<file path="src/design/ebps_pkg.sv">
// Shared types and constants for the eased quadratic Bezier path sampler.
// No dependencies; used by the front, queue, back and top-level modules.
package ebps_pkg;

  localparam int unsigned MinSteps = 10;
  localparam int unsigned MaxSteps = 60;
  localparam int unsigned StepW    = 6;
  localparam logic [30:0] QOne     = 31'h4000_0000;

  typedef struct packed {
    logic [14:0]      sx;
    logic [14:0]      sy;
    logic [14:0]      ex;
    logic [14:0]      ey;
    logic [15:0]      cx;
    logic [15:0]      cy;
    logic [StepW-1:0] steps;
  } job_t;

endpackage

</file>
<file path="src/design/ebps_queue.sv">
// Short job queue between the front and back ends of the path sampler.
// Depends on ebps_pkg for the job type.
module ebps_queue #(
  parameter int unsigned DEPTH = 2
) (
  input  logic           clk_i,
  input  logic           rst_ni,
  input  logic           push_i,
  output logic           push_ready_o,
  input  ebps_pkg::job_t entry_i,
  output logic           pop_valid_o,
  input  logic           pop_i,
  output ebps_pkg::job_t entry_o
);

  localparam int unsigned PtrW = (DEPTH > 1) ? $clog2(DEPTH) : 1;
  localparam int unsigned CntW = $clog2(DEPTH + 1);

  ebps_pkg::job_t mem_q [DEPTH];
  logic [PtrW-1:0] wr_ptr_q, rd_ptr_q;
  logic [CntW-1:0] cnt_q;
  logic            do_push, do_pop;

  assign push_ready_o = (cnt_q != CntW'(DEPTH));
  assign pop_valid_o  = (cnt_q != '0);
  assign do_push      = push_i && push_ready_o;
  assign do_pop       = pop_i && pop_valid_o;
  assign entry_o      = mem_q[rd_ptr_q];

  always_ff @(posedge clk_i or negedge rst_ni) begin
    if (!rst_ni) begin
      wr_ptr_q <= '0;
      rd_ptr_q <= '0;
      cnt_q    <= '0;
    end else begin
      if (do_push) begin
        wr_ptr_q <= (wr_ptr_q == PtrW'(DEPTH - 1)) ? '0 : wr_ptr_q + 1'b1;
      end
      if (do_pop) begin
        rd_ptr_q <= (rd_ptr_q == PtrW'(DEPTH - 1)) ? '0 : rd_ptr_q + 1'b1;
      end
      if (do_push && !do_pop) begin
        cnt_q <= cnt_q + 1'b1;
      end else if (do_pop && !do_push) begin
        cnt_q <= cnt_q - 1'b1;
      end
    end
  end

  always_ff @(posedge clk_i) begin
    if (do_push) begin
      mem_q[wr_ptr_q] <= entry_i;
    end
  end

`ifndef NO_ASSERTIONS
  a_cnt_bound: assert property (@(posedge clk_i) disable iff (!rst_ni)
    cnt_q <= CntW'(DEPTH)) else $error("queue count beyond depth");
`endif

endmodule

</file>
<file path="config.mk">
export PLATFORM = sky130hd
export DESIGN_NAME = ebps_queue
export DESIGN_NICKNAME = d
export VERILOG_FILES = /design/src/design/ebps_pkg.sv /design/src/design/ebps_queue.sv
export SDC_FILE = /design/constraint.sdc
export NUM_CORES = 1
export LEC_CHECK = 0
export BUFFER_PORTS_ARGS = -buffer_cell sky130_fd_sc_hd__buf_4
export CAP_MARGIN = 40
export CELL_PAD_IN_SITES_DETAIL_PLACEMENT = 0
export CELL_PAD_IN_SITES_GLOBAL_PLACEMENT = 1
export CORE_MARGIN = 2
export CORE_UTILIZATION = 47
export CTS_CLUSTER_DIAMETER = 200
export DETAILED_ROUTE_END_ITERATION = 10
export GPL_TIMING_DRIVEN = 1
export PLACE_DENSITY_LB_ADDON = 0.1
export SYNTH_ARGS = -nofsm -noshare
export SYNTH_HDL_FRONTEND = slang
export SYNTH_SLANG_ARGS = --single-unit
</file>
<file path="constraint.sdc">
create_clock -name clk_i -period 9.74 [get_ports clk_i]
set_input_delay 1.948 -clock clk_i [delete_from_list [all_inputs] [get_ports clk_i]]
set_output_delay 1.948 -clock clk_i [all_outputs]
set_load 0.01 [all_outputs]
</file>
==> out/qor.yml <==
route:
  ant_nets: 0
  drcViolationCount: 0
  num_vias: 3625
  wl_per_cell_um: 17.7
  avgViaCountPerCell: 4.93
  finalWirelength_um: 13000
  drtIter0Drc: 201
  first_pass_iters: 4
grt:
  grt_max_degree: 57
  grt_pass1_wl_um: 19500
  grt_pass1_vias: 3712
  grt.overflow.total: 0
  antenna_found_initial: 0
  groute.usage.overall_pct: 16.0
sta:
  post-route-period-util_pct: 44.6
  hold_viol: 0
  maxSlewHeadroom_pct: 49.5
  fin_setup_tns_ns: 0
  finClkSkew_ns: 0.00638
  fmax_ghz: 0.230
  slew_violations: 0
  setup_violations: 0
  period_minus_slack_ns: 4.34
  rsz0062_at_grt: "false"
  tightest_slew_ns: 0.758
clock_tree:
  cts_tree: "yes"
  worstSkewPairLatency_ns: 0.42
  cts_buffers: 17
  htreeDepth: 4
  clk_pin_slew_worst_paths_ns: 0.06
  cts_resized: 0
  cts-hold-fix-buffers: 0
  post_cts_buffers: 0
  clock_sinks: 200
  cts_buffer_depth: 2
  cts_root_buf: "clkbuf_16"
yosys:
  ys_types: 15
  syn_area_sq_um: 7290
  synth_seq_area_share_pct: 82.1
  synth_seq_cells: 200
  synth_nets: 426
  yosys_warnings: 0
  syn_area_per_cell_sq_um: 22.6
  synth_cells: 323
power:
  p_per_area_nw_per_um2: 294
  irDropWorstVdd_uv: 180
  p_leak_uw: 0.00361
  power_uw: 2830
floorplan:
  die_w_um: 129
  initial_core_util_pct: 48.0
  fp.dieH_um: 129
  rows: 45
  ios: 202
  core_sq_um: 15200
  dieArea_sq_um: 16500
place:
  gp_congestion: 0.725
  portBuffers: 201
  dp_hpwl_um: 8760
  placed_area_sq_um: 9040
worst_hold_path:
  worstHoldPathType: "flip-flop to flip-flop"
setup_path:
  crit_type: "flip-flop to output port"
  crit_path_end: "entry_o[87]"
  crit_path_frequent_cell: "buf_4"
  cp_slowest_stage_delay_ns: 0.78
  rr_startpoint: "cnt_q[0]$_DFFE_PN0P_"
  endpoint_kind: "output port"
  critPathSlowestCell: "dfrtp_4"
  ff2ff_path_depth: 3
  worstPathMaxFanout: 53
  crit_path_start: "rd_ptr_q$_DFFE_PN0P_"
  cp.required_ns: 7.79
  path_cells: "buf_4, buf_16, mux2_2, buf_4"
  rr_endpoint: "mem_q[1][11]$_DFFE_PP_"
  r2r_slack_ns: 7.41
  startpoint_type: "flip-flop"
  cp.arrival_ns: 2.40
final_layout:
  finalInstanceArea_sq_um: 9610
  diodes: 0
  drive_above_1_share_pct: 60.8
  finalCoreUtilization_pct: 63.2
  nets: 640
  syn_to_final_growth_pct: 31.7
flow_run:
  max_cap_violations: 0
run_status:
  outcome: "finished, final reports clean"
==> cell type report <==
type / instances / area, sq um
clock buffer: 21 / 440
clock inverter: 9 / 128
fill: 1123 / 5600
inverter: 1 / 3.75
multi-input combinational: 111 / 1240
sequential: 200 / 5990
tap: 188 / 235
timing repair buffer: 206 / 1570
==> how the worst min path moves through the flow <==
stage	from	to	slack, ns	cells past startpoint
after global placement	cnt_q[1]$_DFFE_PN0P_	cnt_q[1]$_DFFE_PN0P_	0.48	1
after floorplan	cnt_q[1]$_DFFE_PN0P_	cnt_q[1]$_DFFE_PN0P_	0.46	1
after global routing	cnt_q[1]$_DFFE_PN0P_	cnt_q[1]$_DFFE_PN0P_	0.51	1
final	cnt_q[1]$_DFFE_PN0P_	cnt_q[1]$_DFFE_PN0P_	0.49	1
after detailed placement	cnt_q[1]$_DFFE_PN0P_	cnt_q[1]$_DFFE_PN0P_	0.49	1
after CTS	cnt_q[1]$_DFFE_PN0P_	cnt_q[1]$_DFFE_PN0P_	0.49	1
==> stage by stage <==
step / std cells / hold WS [ns] / worst slack [ns]
3_3_place_gp: 705 / 0.478 / 5.59
4_1_cts: 736 / 0.495 / 5.35
6_report: 736 / 0.492 / 5.40
3_5_place_dp: 706 / 0.485 / 5.81
5_1_grt: 736 / 0.514 / 5.27
2_1_floorplan: 323 / 0.456 / 3.07
==> flip-flops by register name, summed over array words and instances (netlist names) <==
name / cells
cnt_q: 2
mem_q: 196
rd_ptr_q: 1
wr_ptr_q: 1
==> per-layer routing <==
metal | GRT usage, % | vias to the layer above | wire (um) | part of all wire (%)
met4 | 7.35 | 0 | 279 | 2.1
met5 | 0 | - | 0 | 0
met2 | 25.3 | 132 | 6430 | 49
li1 | - | 1704 | - | -
met3 | 6.61 | 21 | 1040 | 7.9
met1 | 19.5 | 1768 | 5300 | 41
==> synth_stat cells <==
master    count  share of area, %
edfxtp_1    196                81
mux2_2       88                14
mux2_4       10               2.1
buf_2         8              0.55
dfrtp_1       4               1.4
buf_6         3              0.46
xnor2_1       3              0.36
nand2_1       2              0.10
nor2_1        2              0.10
xor2_1        2              0.24
and3_1        1             0.086
ha_1          1              0.17
inv_1         1             0.051
nand2b_1      1             0.086
or2_2         1             0.086
==> report_power, final <==
part / total, uW / internal, uW / switching, uW / leakage (uW)
combinational: 895 / 480 / 415 / 0.00148
clock: 679 / 400 / 280 / 0.000270
sequential: 1250 / 1180 / 74.3 / 0.00187
==> layout by cell type, fill, tap and decap left out, drive strengths merged <==
cell type / n
ha: 1
dfrtp: 4
and3: 1
xnor2: 3
edfxtp: 196
clkbuf: 21
xor2: 2
mux2: 98
clkinv: 4
or2: 1
nor2: 2
inv: 1
nand2: 2
clkinvlp: 2
nand2b: 1
bufinv: 3
buf: 206
==> logic make-up (layout without fill, tap and decap cells) <==
kind of cell             after synthesis  count (layout)  synth area share, %
buffers and inverters                 12             237                 1.06
XOR/XNOR                               5               5                0.600
flip-flops                           200             200                 82.1
AND/OR/NAND/NOR                        7               7                0.463
multiplexers                          98              98                 15.6
adder cells (fa/ha/maj)                1               1                0.171
==> critical path, delay by kind of cell (launching register included) <==
| family | cells | cell delay, ns |
|---|---|---|
| flip-flops | 1 | 0.78 |
| multiplexers | 1 | 0.39 |
| buffers and inverters | 3 | 0.75 |
No activity file was read; power rests on OpenSTA's default activity.
