## config.mk

```make
export PLATFORM = sky130hd
export DESIGN_NAME = ebps_back
export DESIGN_NICKNAME = d
export VERILOG_FILES = /design/src/design/ebps_pkg.sv /design/src/design/ebps_back.sv
export SDC_FILE = /design/constraint.sdc
export NUM_CORES = 2
export LEC_CHECK = 0
export BUFFER_PORTS_ARGS = -buffer_cell sky130_fd_sc_hd__buf_2
export CAP_MARGIN = 20
export CORE_MARGIN = 3
export CORE_UTILIZATION = 60
export DETAILED_ROUTE_END_ITERATION = 6
export PLACE_DENSITY = 0.77
export SYNTH_ARGS = -nofsm -noshare
export SYNTH_HDL_FRONTEND = slang
export SYNTH_SLANG_ARGS = --single-unit
export TNS_END_PERCENT = 10
```

## constraint.sdc

```tcl
create_clock -name clk_i -period 15.65 [get_ports clk_i]
set_input_delay 2.3475 -clock clk_i [delete_from_list [all_inputs] [get_ports clk_i]]
set_output_delay 2.3475 -clock clk_i [all_outputs]
set_load 0.005 [all_outputs]
```

## src/design/ebps_pkg.sv

```systemverilog
// Shared types and constants for the eased quadratic Bezier path sampler.
// No dependencies; used by the front, queue, back and top-level modules.
package ebps_pkg;

  localparam int unsigned MinSteps = 10;
  localparam int unsigned MaxSteps = 60;
  localparam int unsigned StepW    = 6;
  localparam logic [30:0] QOne     = 31'h4000_0000;

  typedef struct packed {
    logic [14:0]      sx;
    logic [14:0]      sy;
    logic [14:0]      ex;
    logic [14:0]      ey;
    logic [15:0]      cx;
    logic [15:0]      cy;
    logic [StepW-1:0] steps;
  } job_t;

endpackage

```

## src/design/ebps_back.sv

```systemverilog
// Back end: steps one path job through its eased samples and blends each point.
// Uses one shared 32x32 multiplier and a bit-serial divider; depends on ebps_pkg.
module ebps_back (
  input  logic               clk_i,
  input  logic               rst_ni,
  input  logic               job_valid_i,
  output logic               job_ready_o,
  input  ebps_pkg::job_t     job_i,
  output logic               out_valid_o,
  input  logic               out_ready_i,
  output logic signed [15:0] point_x_o,
  output logic signed [15:0] point_y_o,
  output logic [5:0]         sample_index_o,
  output logic               last_point_o
);

  typedef enum logic [3:0] {
    B_IDLE = 4'b0001,
    B_DIV  = 4'b0010,
    B_MUL  = 4'b0100,
    B_OUT  = 4'b1000
  } bstate_e;

  localparam logic [3:0] OpWW  = 4'd0;
  localparam logic [3:0] OpW2W = 4'd1;
  localparam logic [3:0] OpOmOm = 4'd2;
  localparam logic [3:0] OpOmE = 4'd3;
  localparam logic [3:0] OpEE  = 4'd4;
  localparam logic [3:0] OpAx  = 4'd5;
  localparam logic [3:0] OpBx  = 4'd6;
  localparam logic [3:0] OpCx  = 4'd7;
  localparam logic [3:0] OpAy  = 4'd8;
  localparam logic [3:0] OpBy  = 4'd9;
  localparam logic [3:0] OpCy  = 4'd10;
  localparam logic [4:0] DivLast = 5'd30;

  bstate_e state_q, state_d;
  logic [3:0] op_q, op_d;
  logic       ph_q, ph_d;
  logic [4:0] cnt_q, cnt_d;
  logic       out_valid_q, out_valid_d;

  ebps_pkg::job_t job_q;
  logic [30:0] quo_q;
  logic [5:0]  drem_q;
  logic [5:0]  i_q;
  logic [30:0] tq_q;
  logic [5:0]  tr_q;
  logic [30:0] w2_q, om_q, e_q, a_q, b_q, c_q;
  logic signed [63:0] prod_q;
  logic [47:0] acc_q;
  logic [15:0] xres_q, yres_q;
  logic [15:0] out_x_q, out_y_q;
  logic [5:0]  out_idx_q;
  logic        out_last_q;

  logic [30:0] w;
  logic signed [31:0] opa, opb;
  logic signed [63:0] prod_d;
  logic [6:0]  drem_sh, drem_sub;
  logic        dge;
  logic        out_free, last;
  logic [6:0]  tr_sum;
  logic        tr_wrap;
  logic [47:0] acc_sum;
  logic [15:0] sx16, sy16, ex16, ey16;

  function automatic logic [15:0] q30_trunc(logic [47:0] v);
    logic [47:0] t;
    t = v + (v[47] ? 48'd1073741823 : 48'd0);
    return t[45:30];
  endfunction

  assign sx16 = {job_q.sx[14], job_q.sx};
  assign sy16 = {job_q.sy[14], job_q.sy};
  assign ex16 = {job_q.ex[14], job_q.ex};
  assign ey16 = {job_q.ey[14], job_q.ey};
  assign w    = ebps_pkg::QOne - tq_q;

  always_comb begin
    opa = '0;
    opb = '0;
    case (op_q)
      OpWW: begin
        opa = {1'b0, w};
        opb = {1'b0, w};
      end
      OpW2W: begin
        opa = {1'b0, w2_q};
        opb = {1'b0, w};
      end
      OpOmOm: begin
        opa = {1'b0, om_q};
        opb = {1'b0, om_q};
      end
      OpOmE: begin
        opa = {1'b0, om_q};
        opb = {1'b0, e_q};
      end
      OpEE: begin
        opa = {1'b0, e_q};
        opb = {1'b0, e_q};
      end
      OpAx: begin
        opa = {1'b0, a_q};
        opb = {{16{sx16[15]}}, sx16};
      end
      OpBx: begin
        opa = {1'b0, b_q};
        opb = {{16{job_q.cx[15]}}, job_q.cx};
      end
      OpCx: begin
        opa = {1'b0, c_q};
        opb = {{16{ex16[15]}}, ex16};
      end
      OpAy: begin
        opa = {1'b0, a_q};
        opb = {{16{sy16[15]}}, sy16};
      end
      OpBy: begin
        opa = {1'b0, b_q};
        opb = {{16{job_q.cy[15]}}, job_q.cy};
      end
      OpCy: begin
        opa = {1'b0, c_q};
        opb = {{16{ey16[15]}}, ey16};
      end
      default: begin
        opa = '0;
        opb = '0;
      end
    endcase
  end

  assign prod_d = opa * opb;

  assign drem_sh  = {drem_q, quo_q[30]};
  assign dge      = drem_sh >= {1'b0, job_q.steps};
  assign drem_sub = dge ? (drem_sh - {1'b0, job_q.steps}) : drem_sh;

  assign out_free = !out_valid_q || out_ready_i;
  assign last     = (i_q == job_q.steps);
  assign tr_sum   = {1'b0, tr_q} + {1'b0, drem_q};
  assign tr_wrap  = tr_sum >= {1'b0, job_q.steps};
  assign acc_sum  = acc_q + prod_q[47:0];

  always_comb begin
    state_d     = state_q;
    op_d        = op_q;
    ph_d        = ph_q;
    cnt_d       = cnt_q;
    out_valid_d = out_valid_q;
    if (out_ready_i) begin
      out_valid_d = 1'b0;
    end
    case (state_q)
      B_IDLE: begin
        if (job_valid_i) begin
          state_d = B_DIV;
          cnt_d   = '0;
        end
      end
      B_DIV: begin
        cnt_d = cnt_q + 5'd1;
        if (cnt_q == DivLast) begin
          state_d = B_MUL;
          op_d    = OpWW;
          ph_d    = 1'b0;
        end
      end
      B_MUL: begin
        ph_d = ~ph_q;
        if (ph_q) begin
          if (op_q == OpCy) begin
            state_d = B_OUT;
          end else begin
            op_d = op_q + 4'd1;
          end
        end
      end
      B_OUT: begin
        if (out_free) begin
          out_valid_d = 1'b1;
          if (last) begin
            state_d = B_IDLE;
          end else begin
            state_d = B_MUL;
            op_d    = OpWW;
            ph_d    = 1'b0;
          end
        end
      end
      default: state_d = B_IDLE;
    endcase
  end

  always_ff @(posedge clk_i or negedge rst_ni) begin
    if (!rst_ni) begin
      state_q     <= B_IDLE;
      op_q        <= '0;
      ph_q        <= 1'b0;
      cnt_q       <= '0;
      out_valid_q <= 1'b0;
    end else begin
      state_q     <= state_d;
      op_q        <= op_d;
      ph_q        <= ph_d;
      cnt_q       <= cnt_d;
      out_valid_q <= out_valid_d;
    end
  end

  always_ff @(posedge clk_i) begin
    case (state_q)
      B_IDLE: begin
        if (job_valid_i) begin
          job_q  <= job_i;
          quo_q  <= ebps_pkg::QOne;
          drem_q <= '0;
          i_q    <= '0;
          tq_q   <= '0;
          tr_q   <= '0;
        end
      end
      B_DIV: begin
        quo_q  <= {quo_q[29:0], dge};
        drem_q <= drem_sub[5:0];
      end
      B_MUL: begin
        if (!ph_q) begin
          prod_q <= prod_d;
        end else begin
          case (op_q)
            OpWW:   w2_q <= prod_q[60:30];
            OpW2W: begin
              om_q <= prod_q[60:30];
              e_q  <= ebps_pkg::QOne - prod_q[60:30];
            end
            OpOmOm: a_q <= prod_q[60:30];
            OpOmE:  b_q <= prod_q[59:29];
            OpEE:   c_q <= prod_q[60:30];
            OpAx:   acc_q <= prod_q[47:0];
            OpBx:   acc_q <= acc_sum;
            OpCx:   xres_q <= q30_trunc(acc_sum);
            OpAy:   acc_q <= prod_q[47:0];
            OpBy:   acc_q <= acc_sum;
            OpCy:   yres_q <= q30_trunc(acc_sum);
            default: acc_q <= acc_q;
          endcase
        end
      end
      B_OUT: begin
        if (out_free) begin
          out_x_q    <= xres_q;
          out_y_q    <= yres_q;
          out_idx_q  <= i_q;
          out_last_q <= last;
          if (!last) begin
            i_q <= i_q + 6'd1;
            if (tr_wrap) begin
              tr_q <= 6'(tr_sum - {1'b0, job_q.steps});
              tq_q <= tq_q + quo_q + 31'd1;
            end else begin
              tr_q <= tr_sum[5:0];
              tq_q <= tq_q + quo_q;
            end
          end
        end
      end
      default: begin
        acc_q <= acc_q;
      end
    endcase
  end

  assign job_ready_o    = (state_q == B_IDLE);
  assign out_valid_o    = out_valid_q;
  assign point_x_o      = out_x_q;
  assign point_y_o      = out_y_q;
  assign sample_index_o = out_idx_q;
  assign last_point_o   = out_last_q;

`ifndef NO_ASSERTIONS
  a_first_x: assert property (@(posedge clk_i) disable iff (!rst_ni)
    out_valid_q && (out_idx_q == '0) |-> out_x_q == sx16)
    else $error("first sample x differs from start point");
  a_first_y: assert property (@(posedge clk_i) disable iff (!rst_ni)
    out_valid_q && (out_idx_q == '0) |-> out_y_q == sy16)
    else $error("first sample y differs from start point");
`endif

endmodule

```

==> impl_metrics.yaml <==
run_status:
  run_status: "completed"
drt:
  drc: 0
  avgRoutedWirePerCell_um: 24.2
  drtIter0Drc: 4845
  via_per_inst: 6.24
  routed_wl_mm: 182
  drt_first_pass_iters: 7
  vias: 46800
  ant_nets: 0
critical_path:
  worstPathRequired_ns: 16.08
  worst_path_most_repeated_cell: "fa_1"
  critPathMaxFanout: 26
  path_class: "reg -> reg"
  crit_arrival_ns: 12.19
  cp_slowest_cell: "and2_1"
  endpoint_kind: "flip-flop"
  startpoint_type: "flip-flop"
  critPathMaxStageDelay_ns: 0.92
floorplan:
  io_pins: 143
  start_util_pct: 60.9
  die_area_mm2: 0.105
  die_h_um: 323
  rows: 115
  core_area_mm2: 0.0991
  die_w_um: 323
place:
  preCtsSetupSlack_ns: 4.02
  dp_cells: 7392
  globalplace.congestion: 0.968
  numPortBuffers: 142
  dp_hpwl_mm: 135
finish:
  drive_gt1_share_pct: 7.57
  final_common_cell: "inv_1"
  layoutNonFillerInstCount: 7498
  final_core_util_pct: 65.5
  regArea_mm2: 0.0167
  layout.cells.most_common_list: "inv_1 (998), fa_1 (872), nor2_1 (756)"
  fin_nets: 7547
  fillers: 7601
  multi_input_area_mm2: 0.0394
  area_growth_pct: 7.48
logic_synthesis:
  netlist_area_mm2: 0.0604
  synth_ff_type: "edfxtp_1"
  yosysWarningCount: 0
  syn_inst: 6110
  seq_area_frac_synth_pct: 27.6
  synthesis.nets: 7491
  ys_ff_latch: 558
  ys_types: 100
  async_flop_share_pct: 2.69
  synth_edf_count: 543
  avgSynthCellArea_um2: 9.89
grt:
  grt_pass1_vias: 48700
  track_usage_pct: 35.5
  antenna_found_initial: 5
  grt_remaining_overflow: 0
  grt_max_degree: 92
  grt_pass1_wl_mm: 282
clock_tree:
  clockBufferDepth: 3
  h-tree-depth: 2
  clkLatencyLatePin_ns: 0.65
  cts_buffers: 54
  cts_root_buf: "clkbuf_16"
  clk_pin_slew_worst_paths_ns: 0.07
  cts_tree: "done"
  cts.sinks: 558
  cts_setup_buffers: 0
  ctsHoldBuffers: 0
  cts_resized: 0
sta:
  rsz0062_at_grt: "false"
  tns_ns: 0
  fin_ws_ns: 3.90
  setup_viol: 0
  worstMarginPinSlew_ns: 1.20
  slew_violations: 0
  fmax_mhz: 85.1
  timing.slew.headroom_pct: 20.1
  finClkSkew_ns: 0.0283
  hold_viol: 0
  layout_worst_path_cycle_share_pct: 75.1
  fin_crit_ns: 11.75
job:
  drv_cap: 0
hold_path:
  hold_path_class: "reg -> reg"
final cells by class:
class | instances | area share, %
Antenna cell | 5 | 0.0193
Tap cell | 1287 | 2.48
Clock buffer | 60 | 2.16
Sequential cell | 558 | 25.7
Inverter | 999 | 5.78
Multi-Input combinational cell | 4285 | 60.7
Timing Repair Buffer | 268 | 2.62
Clock inverter | 36 | 0.532
worst max-delay path: cells and delay by family (launching register included):
kind,cells,cell delay (ns)
simple gates,7,2.16
flops,1,0.80
compound gates,7,2.72
fa+ha+maj,9,4.47
buf+inv,8,1.37
per-layer routing:
layer,vias up,wire length [µm],GRT usage [%],part of all wire (%)
li1,20000,-,-,-
met1,23100,65100,45.0,36
met2,2881,83800,56.6,46
met3,738,20900,8.42,11
met4,2,11900,19.7,6.6
met5,-,7,0,0.0039
cell families (layout without fill, tap and decap cells):
| logic type | Yosys count | count (layout) | share of synthesized area [%] |
|---|---|---|---|
| AND/OR/NAND/NOR | 1984 | 1984 | 14.4 |
| AO/OA/AOI/OAI | 782 | 782 | 9.20 |
| multiplexers | 16 | 16 | 0.282 |
| buffers and inverters | 1267 | 1363 | 7.92 |
| adder cells (fa/ha/maj) | 1279 | 1279 | 37.3 |
| XOR/XNOR | 224 | 224 | 3.25 |
| other | 0 | 5 | 0 |
| flip-flops | 558 | 558 | 27.6 |
sequential cells by signal, summed over array words and instances (netlist names), 5 cells and up:
name	cells
xres_q	16
w2_q	31
point_x_o	16
a_q	31
b_q	31
i_q	6
e_q	30
quo_q	31
cnt_q	5
tr_q	6
ex16	15
tq_q	31
om_q	31
acc_q	48
ey16	15
job_q	68
point_y_o	16
prod_q	61
yres_q	16
sample_index_o	6
c_q	31
drem_q	6
Yosys cell counts (10+ instances only):
cell | number | share of area [%]
a2111o_1 | 21 | 0.39
a2111oi_0 | 15 | 0.22
a211o_1 | 16 | 0.23
a211oi_1 | 36 | 0.45
a21boi_0 | 10 | 0.12
a21o_1 | 66 | 0.82
a21oi_1 | 185 | 1.5
a221oi_1 | 35 | 0.51
a222oi_1 | 13 | 0.22
a22o_1 | 32 | 0.46
a22oi_1 | 57 | 0.71
a31oi_1 | 14 | 0.14
and2_1 | 85 | 0.88
and3_1 | 33 | 0.34
and4_1 | 11 | 0.16
buf_1 | 15 | 0.093
buf_2 | 19 | 0.16
clkbuf_1 | 233 | 1.4
dfrtp_1 | 14 | 0.58
edfxtp_1 | 543 | 27
fa_1 | 872 | 29
ha_1 | 407 | 8.4
inv_1 | 999 | 6.2
nand2_1 | 735 | 4.6
nand2b_1 | 53 | 0.55
nand3_1 | 62 | 0.51
nand4_1 | 42 | 0.43
nor2_1 | 762 | 4.7
nor2b_1 | 22 | 0.23
nor3_1 | 55 | 0.46
nor4_1 | 18 | 0.19
o211ai_1 | 23 | 0.29
o21a_1 | 20 | 0.25
o21ai_0 | 108 | 0.89
o21bai_1 | 32 | 0.40
o31ai_1 | 13 | 0.16
or2_2 | 25 | 0.26
or3_1 | 18 | 0.19
xnor2_1 | 146 | 2.1
xor2_1 | 78 | 1.1
through the flow:
stage	cell area, µm²	hold WS [ns]
detailed placement	63100	0.405
CTS	64800	0.416
floorplan	60400	0.400
finish	64900	0.411
global route	64900	0.420
global placement	63100	0.403
worst paths after layout:
kind / startpoint / end / slack (ns) / cells past startpoint
worst max-delay path: op_q[3] / prod_q[59] / 3.90 / 31
worst min-delay path: xres_q[0] / point_x_o[0] / 0.41 / 0
worst max register to register: op_q[3] / prod_q[59] / 3.90 / 31
worst min register to register: xres_q[0] / point_x_o[0] / 0.41 / 0
max in group asynchronous: rst_ni / state_q[0] / 13.71 / 1
min in group asynchronous: rst_ni / op_q[2] / 1.62 / 1
Power is left out: the tool's default activity adds up to more than one toggle a clock period on the data nets, which glitch-free logic cannot reach.
