### config.mk
export PLATFORM = sky130hd
export DESIGN_NAME = ebps_front
export DESIGN_NICKNAME = d
export VERILOG_FILES = /design/src/design/ebps_pkg.sv /design/src/design/ebps_front.sv
export SDC_FILE = /design/constraint.sdc
export NUM_CORES = 2
export LEC_CHECK = 0
export BUFFER_PORTS_ARGS = -buffer_cell sky130_fd_sc_hd__buf_2
export CAP_MARGIN = 20
export CORE_MARGIN = 5
export CORE_UTILIZATION = 34
export CTS_BUF_LIST = sky130_fd_sc_hd__clkbuf_8
export DETAILED_ROUTE_END_ITERATION = 12
export PLACE_DENSITY = 0.54
export SYNTH_ARGS = -nofsm -noshare
export SYNTH_HDL_FRONTEND = slang
export SYNTH_SLANG_ARGS = --single-unit
export TNS_END_PERCENT = 5
### constraint.sdc
create_clock -name clk_i -period 11.9 [get_ports clk_i]
set_input_delay 0 -clock clk_i [delete_from_list [all_inputs] [get_ports clk_i]]
set_output_delay 0 -clock clk_i [all_outputs]
set_load 0.005 [all_outputs]
### src/design/ebps_pkg.sv
// Shared types and constants for the eased quadratic Bezier path sampler.
// No dependencies; used by the front, queue, back and top-level modules.
package ebps_pkg;

  localparam int unsigned MinSteps = 10;
  localparam int unsigned MaxSteps = 60;
  localparam int unsigned StepW    = 6;
  localparam logic [30:0] QOne     = 31'h4000_0000;

  typedef struct packed {
    logic [14:0]      sx;
    logic [14:0]      sy;
    logic [14:0]      ex;
    logic [14:0]      ey;
    logic [15:0]      cx;
    logic [15:0]      cy;
    logic [StepW-1:0] steps;
  } job_t;

endpackage

### src/design/ebps_front.sv
// Front end: accepts a path request, finds the control point and step count.
// Uses a shared multiplier, a bit-serial divider and a bit-serial square root.
// Depends on ebps_pkg.
module ebps_front (
  input  logic               clk_i,
  input  logic               rst_ni,
  input  logic               in_valid_i,
  output logic               in_ready_o,
  input  logic signed [14:0] start_x_i,
  input  logic signed [14:0] start_y_i,
  input  logic signed [14:0] end_x_i,
  input  logic signed [14:0] end_y_i,
  input  logic signed [14:0] offset_mag_i,
  output logic               job_valid_o,
  input  logic               job_ready_i,
  output ebps_pkg::job_t     job_o
);

  typedef enum logic [6:0] {
    F_IDLE  = 7'b0000001,
    F_MUL   = 7'b0000010,
    F_ROOT  = 7'b0000100,
    F_STEPS = 7'b0001000,
    F_DIV   = 7'b0010000,
    F_FIX   = 7'b0100000,
    F_PUSH  = 7'b1000000
  } fstate_e;

  localparam logic [2:0]  OpDxDx   = 3'd0;
  localparam logic [2:0]  OpDyDy   = 3'd1;
  localparam logic [2:0]  OpDyOff  = 3'd2;
  localparam logic [2:0]  OpDxOff  = 3'd3;
  localparam logic [2:0]  OpNxNx   = 3'd4;
  localparam logic [2:0]  OpNyNy   = 3'd5;
  localparam logic [5:0]  RootLast = 6'd29;
  localparam logic [5:0]  DivLast  = 6'd57;
  localparam logic [15:0] ThirdRcp = 16'd43691;

  fstate_e state_q, state_d;
  logic [2:0] op_q, op_d;
  logic       ph_q, ph_d;
  logic [5:0] cnt_q, cnt_d;
  logic       pass_q, pass_d;
  logic       roots_q, roots_d;

  logic [14:0] sx_q, sy_q, ex_q, ey_q, off_q;
  logic [15:0] dx_q, dy_q, cx_q, cy_q;
  logic [31:0] s_q;
  logic [29:0] nx_q, ny_q;
  logic [57:0] sqx_q, sqy_q;
  logic signed [59:0] prod_q;
  logic [31:0] drem_q;
  logic [57:0] dquo_q;
  logic [59:0] rad_q;
  logic [29:0] root_q;
  logic [30:0] irem_q;
  logic [5:0]  steps_q;

  logic signed [29:0] opa, opb;
  logic signed [59:0] prod_d;
  logic [29:0] magx, magy;
  logic [15:0] sumx, sumy, sumx_adj, sumy_adj;
  logic [32:0] irem_sh, itrial, irem_sub;
  logic        ige;
  logic [32:0] drem_sh, drem_sub;
  logic        dge;
  logic [31:0] third;
  logic [14:0] q3, steps_lo;
  logic [5:0]  steps_d;
  logic [17:0] qfix, adj, fix_sum;

  assign magx = nx_q[29] ? (-nx_q) : nx_q;
  assign magy = ny_q[29] ? (-ny_q) : ny_q;

  always_comb begin
    opa = '0;
    opb = '0;
    case (op_q)
      OpDxDx: begin
        opa = {{14{dx_q[15]}}, dx_q};
        opb = {{14{dx_q[15]}}, dx_q};
      end
      OpDyDy: begin
        opa = {{14{dy_q[15]}}, dy_q};
        opb = {{14{dy_q[15]}}, dy_q};
      end
      OpDyOff: begin
        opa = {{14{dy_q[15]}}, dy_q};
        opb = {{15{off_q[14]}}, off_q};
      end
      OpDxOff: begin
        opa = {{14{dx_q[15]}}, dx_q};
        opb = {{15{off_q[14]}}, off_q};
      end
      OpNxNx: begin
        opa = magx;
        opb = magx;
      end
      OpNyNy: begin
        opa = magy;
        opb = magy;
      end
      default: begin
        opa = '0;
        opb = '0;
      end
    endcase
  end

  assign prod_d = opa * opb;

  assign sumx     = {start_x_i[14], start_x_i} + {end_x_i[14], end_x_i};
  assign sumy     = {start_y_i[14], start_y_i} + {end_y_i[14], end_y_i};
  assign sumx_adj = sumx + {15'd0, sumx[15]};
  assign sumy_adj = sumy + {15'd0, sumy[15]};

  assign irem_sh  = {irem_q, rad_q[59:58]};
  assign itrial   = {1'b0, root_q, 2'b01};
  assign ige      = irem_sh >= itrial;
  assign irem_sub = ige ? (irem_sh - itrial) : irem_sh;

  assign drem_sh  = {drem_q, dquo_q[57]};
  assign dge      = drem_sh >= {1'b0, s_q};
  assign drem_sub = dge ? (drem_sh - {1'b0, s_q}) : drem_sh;

  assign third    = root_q[15:0] * ThirdRcp;
  assign q3       = third[31:17];
  assign steps_lo = (q3 < 15'(ebps_pkg::MinSteps)) ? 15'(ebps_pkg::MinSteps) : q3;
  assign steps_d  = (steps_lo > 15'(ebps_pkg::MaxSteps)) ? 6'(ebps_pkg::MaxSteps)
                                                          : steps_lo[5:0];

  assign qfix = {1'b0, root_q[16:0]};
  always_comb begin
    if (!pass_q) begin
      adj     = nx_q[29] ? qfix : (-qfix);
      fix_sum = {{2{cx_q[15]}}, cx_q} + adj;
    end else begin
      adj     = ny_q[29] ? (-qfix) : qfix;
      fix_sum = {{2{cy_q[15]}}, cy_q} + adj;
    end
  end

  always_comb begin
    state_d = state_q;
    op_d    = op_q;
    ph_d    = ph_q;
    cnt_d   = cnt_q;
    pass_d  = pass_q;
    roots_d = roots_q;
    case (state_q)
      F_IDLE: begin
        if (in_valid_i) begin
          state_d = F_MUL;
          op_d    = OpDxDx;
          ph_d    = 1'b0;
        end
      end
      F_MUL: begin
        ph_d = ~ph_q;
        if (ph_q) begin
          if (op_q == OpNyNy) begin
            state_d = F_ROOT;
            cnt_d   = '0;
            roots_d = 1'b1;
          end else begin
            op_d = op_q + 3'd1;
          end
        end
      end
      F_ROOT: begin
        cnt_d = cnt_q + 6'd1;
        if (cnt_q == RootLast) begin
          state_d = roots_q ? F_STEPS : F_FIX;
        end
      end
      F_STEPS: begin
        if (s_q > 32'd1) begin
          state_d = F_DIV;
          cnt_d   = '0;
          pass_d  = 1'b0;
        end else begin
          state_d = F_PUSH;
        end
      end
      F_DIV: begin
        cnt_d = cnt_q + 6'd1;
        if (cnt_q == DivLast) begin
          state_d = F_ROOT;
          cnt_d   = '0;
          roots_d = 1'b0;
        end
      end
      F_FIX: begin
        if (pass_q) begin
          state_d = F_PUSH;
        end else begin
          state_d = F_DIV;
          cnt_d   = '0;
          pass_d  = 1'b1;
        end
      end
      F_PUSH: begin
        if (job_ready_i) begin
          state_d = F_IDLE;
        end
      end
      default: state_d = F_IDLE;
    endcase
  end

  always_ff @(posedge clk_i or negedge rst_ni) begin
    if (!rst_ni) begin
      state_q <= F_IDLE;
      op_q    <= '0;
      ph_q    <= 1'b0;
      cnt_q   <= '0;
      pass_q  <= 1'b0;
      roots_q <= 1'b0;
    end else begin
      state_q <= state_d;
      op_q    <= op_d;
      ph_q    <= ph_d;
      cnt_q   <= cnt_d;
      pass_q  <= pass_d;
      roots_q <= roots_d;
    end
  end

  always_ff @(posedge clk_i) begin
    case (state_q)
      F_IDLE: begin
        if (in_valid_i) begin
          sx_q  <= start_x_i;
          sy_q  <= start_y_i;
          ex_q  <= end_x_i;
          ey_q  <= end_y_i;
          off_q <= offset_mag_i;
          dx_q  <= {end_x_i[14], end_x_i} - {start_x_i[14], start_x_i};
          dy_q  <= {end_y_i[14], end_y_i} - {start_y_i[14], start_y_i};
          cx_q  <= {sumx_adj[15], sumx_adj[15:1]};
          cy_q  <= {sumy_adj[15], sumy_adj[15:1]};
        end
      end
      F_MUL: begin
        if (!ph_q) begin
          prod_q <= prod_d;
        end else begin
          case (op_q)
            OpDxDx:  s_q <= prod_q[31:0];
            OpDyDy:  s_q <= s_q + prod_q[31:0];
            OpDyOff: nx_q <= prod_q[29:0];
            OpDxOff: ny_q <= prod_q[29:0];
            OpNxNx:  sqx_q <= prod_q[57:0];
            OpNyNy: begin
              sqy_q  <= prod_q[57:0];
              rad_q  <= {28'd0, s_q};
              root_q <= '0;
              irem_q <= '0;
            end
            default: s_q <= s_q;
          endcase
        end
      end
      F_ROOT: begin
        rad_q  <= {rad_q[57:0], 2'b00};
        root_q <= {root_q[28:0], ige};
        irem_q <= irem_sub[30:0];
      end
      F_STEPS: begin
        steps_q <= steps_d;
        dquo_q  <= sqx_q;
        drem_q  <= '0;
      end
      F_DIV: begin
        dquo_q <= {dquo_q[56:0], dge};
        drem_q <= drem_sub[31:0];
        if (cnt_q == DivLast) begin
          rad_q  <= {2'b00, dquo_q[56:0], dge};
          root_q <= '0;
          irem_q <= '0;
        end
      end
      F_FIX: begin
        if (!pass_q) begin
          cx_q   <= fix_sum[15:0];
          dquo_q <= sqy_q;
          drem_q <= '0;
        end else begin
          cy_q <= fix_sum[15:0];
        end
      end
      default: begin
        s_q <= s_q;
      end
    endcase
  end

  assign in_ready_o  = (state_q == F_IDLE);
  assign job_valid_o = (state_q == F_PUSH);

  always_comb begin
    job_o       = '0;
    job_o.sx    = sx_q;
    job_o.sy    = sy_q;
    job_o.ex    = ex_q;
    job_o.ey    = ey_q;
    job_o.cx    = cx_q;
    job_o.cy    = cy_q;
    job_o.steps = steps_q;
  end

endmodule

==> key figures <==
Run status
  – Status: finished, final reports clean

STA
  – Final Hold Fails: 0
  – Max Freq: 89.0 MHz
  – Tcrit/Tclk final: 94.4%
  – Tmin final: 11240 ps
  – Tightest Pin Transition: 1160 ps
  – Worst relative slew slack: 22.1%
  – Setup TNS: 0 ps
  – # setup viols final: 0
  – Unrepaired setup endpoints after global routing: no
  – Hold_ws: 83.1 ps
  – Max Slew Vio Count: 0
  – Clock Skews: 64.6 ps

Global routing
  – Tot GR Track Use: 20.3%
  – Vias in the first global route: 56300
  – First-pass GRT wire length: 342000 um
  – Grt total ovfl: 0
  – Largest net degree at the start of global routing: 64
  – Antenna violations before repair: 12

Synthesis
  – Post-synth cell types: 92
  – Syn Nets: 8805
  – Top FF cell, synth: edfxtp_1
  – Synthesized area per cell: 9.93 sq um
  – Largest area contributor in the netlist: fa_1
  – Netlist Area Pre-Place: 0.0715 sq mm
  – Synth cell count leaders: 1372 x inv_1, 1028 x fa_1, 925 x nand2_1
  – Synthesized netlist cell count: 7202
  – Seq/Total Area, Yosys: 26.8%
  – Synth top area share: 28.8%
  – Fraction of registers with async set/reset: 2.96%
  – Largest cells by area after synthesis: fa_1 29%, edfxtp_1 26%, ha_1 8.7%
  – Ys Warns: 0
  – Synth Register Bits: 641
  – Post-synth EDFFs: 622
  – Top-count cell post-synth: inv_1

Clocking
  – H-tree Lvls: 3
  – TritonCTS clock tree: yes
  – Clock buffer depth: 3
  – Reg clk slew, reported paths: 60 ps
  – Worst-Skew Late Latency: 830 ps
  – Post-CTS setup buffers: 0
  – CTS Buf Count: 111
  – TritonCTS Sinks: 641
  – CTS root buffer: clkbuf_8

Die
  – Die width: 469 um
  – Die area: 0.220 sq mm
  – Row Count: 168
  – Core Box Area: 0.209 sq mm
  – Initial Util: 34.2%
  – Chip Height: 469 um
  – I/O pins: 179

Layout
  – Area of the multi-input gates: 0.0461 sq mm
  – # nets final: 9080
  – Post-Route Utilization: 38.0%
  – Fill cells: 21000
  – Area Overhead vs Synth: 11.3%
  – Share of cells above drive strength 1: 7.28%
  – Register Area: 0.0192 sq mm

Placed design
  – Port Buf Inserts: 178
  – Gpl congestion: 0.929
  – Post-DP HPWL: 174000 um

Worst setup path
  – CP Data Required Time: 12440 ps
  – Worst R2R Setup Slack: 660 ps
  – Critical path class: flop to flop
  – Critical Path End Type: flop
  – CP Max Fanout: 17
  – Crit-path max cell delay: 900 ps
  – Critical path's most frequent cell: fa_1
  – CP Data Arrival Time: 11770 ps
  – Critical Path Start Type: flop
  – Worst path slowest cell: nand3b_1

Route
  – Final WL: 223000 um
  – DR WL/cell: 21.5 um
  – Detailed-route DRC error count: 0
  – DR iter-0 viols: 4067
  – Drt via density: 5.13
  – Drt first pass iters: 7
  – Via count: 53200
  – Antenna violation net count after detailed routing: 0

Run
  – Max cap viols: 0

Min path
  – Min-delay worst type: input port to flop
==> layer usage <==
layer	vias up	share of wire, %	wire, um	global-route usage, %
met4	2	4.1	9160	7.40
met1	27000	42	94400	26.7
met2	1796	47	105000	34.0
met3	467	6.4	14200	2.97
met5	-	0.0058	13	0
li1	23900	-	-	-
==> kinds of logic (layout without fill, tap and decap cells) <==
kind of cell / Yosys count / after routing / synth area share (%)
and+or+nand+nor: 1988 / 1988 / 12.5
buffers and inverters: 1672 / 2036 / 8.85
adders and majority gates: 1524 / 1524 / 37.5
AOI/OAI and AO/OA: 1012 / 1012 / 9.88
DFF: 641 / 641 / 26.8
xor gates and xnor gates: 318 / 318 / 3.89
muxes: 47 / 47 / 0.660
other: 0 / 8 / 0
==> layout make-up <==
type	count	area share [%]
Antenna cell	8	0.0252
Clock buffer	111	1.92
Clock inverter	91	0.794
Inverter	1373	6.48
Multi-Input combinational cell	4889	58.0
Sequential cell	641	24.1
Tap cell	2805	4.41
Timing Repair Buffer	461	4.32
==> flip-flops by register name, summed over array words and instances (netlist names), 7 cells and up <==
register,flops
ny_q,30
sx_q,15
sqx_q,58
off_q,15
state_q,7
dy_q,16
root_q,30
cx_q,16
rad_q,60
sy_q,15
ex_q,15
s_q,32
dquo_q,58
ey_q,15
prod_q,58
dx_q,16
sqy_q,58
drem_q,32
irem_q,31
nx_q,30
cy_q,16
==> metrics by stage <==
stage,setup slack [ps],area [sq um],instances
floorplan,948,71500,7202
CTS,595,79500,10400
global route,164,79600,10400
detailed placement,638,75800,10000
finish,663,79600,10400
global placement,804,75800,10000
==> worst paths after layout <==
path	cells past startpoint	startpoint	to
max reg2reg	32	nx_q[3]	prod_q[56]
min reg2reg	0	prod_q[41]	sqx_q[41]
min	2	end_x_i[1]	ex_q[1]
min in group asynchronous	3	rst_ni	state_q[0]
max	32	nx_q[3]	prod_q[56]
max in group asynchronous	4	rst_ni	ph_q
==> repair_timing <==
item | CTS | global route
hold buffers | 152 | 0
hold endpoints to repair | 135 | 0
resized for setup | 0 | 1
setup endpoints to repair | 0 | 2
==> worst max-delay path, delay by kind of cell (launching register included) <==
| family | cells | cell delay, ps |
|---|---|---|
| adder cells (fa/ha/maj) | 9 | 4320 |
| AO/OA/AOI/OAI | 10 | 2840 |
| AND/OR/NAND/NOR | 5 | 2250 |
| buffers and inverters | 6 | 760 |
| flip-flops | 1 | 450 |
| XOR/XNOR | 2 | 290 |
==> cell usage in the layout (no fill, tap or decap), drive strengths merged, types with 27 or more instances in the layout <==
master / count
inv: 1410
fa: 1028
nand2: 925
edfxtp: 622
ha: 496
nor2: 468
buf: 309
a21oi: 220
xnor2: 189
o21ai: 181
dlygate4sd3: 152
xor2: 129
and2: 115
clkbuf: 111
a21o: 101
nor3: 84
a221o: 83
nand3: 66
nand2b: 64
mux2i: 46
clkinv: 46
nor2b: 44
o21a: 39
and3: 39
or2: 37
a22oi: 37
o31ai: 36
or3: 35
o22ai: 32
o21bai: 32
a22o: 30
nor4: 28
a211oi: 27
Power is left out: the tool's default activity adds up to more than one toggle a clock period on the data nets, which glitch-free logic cannot reach.
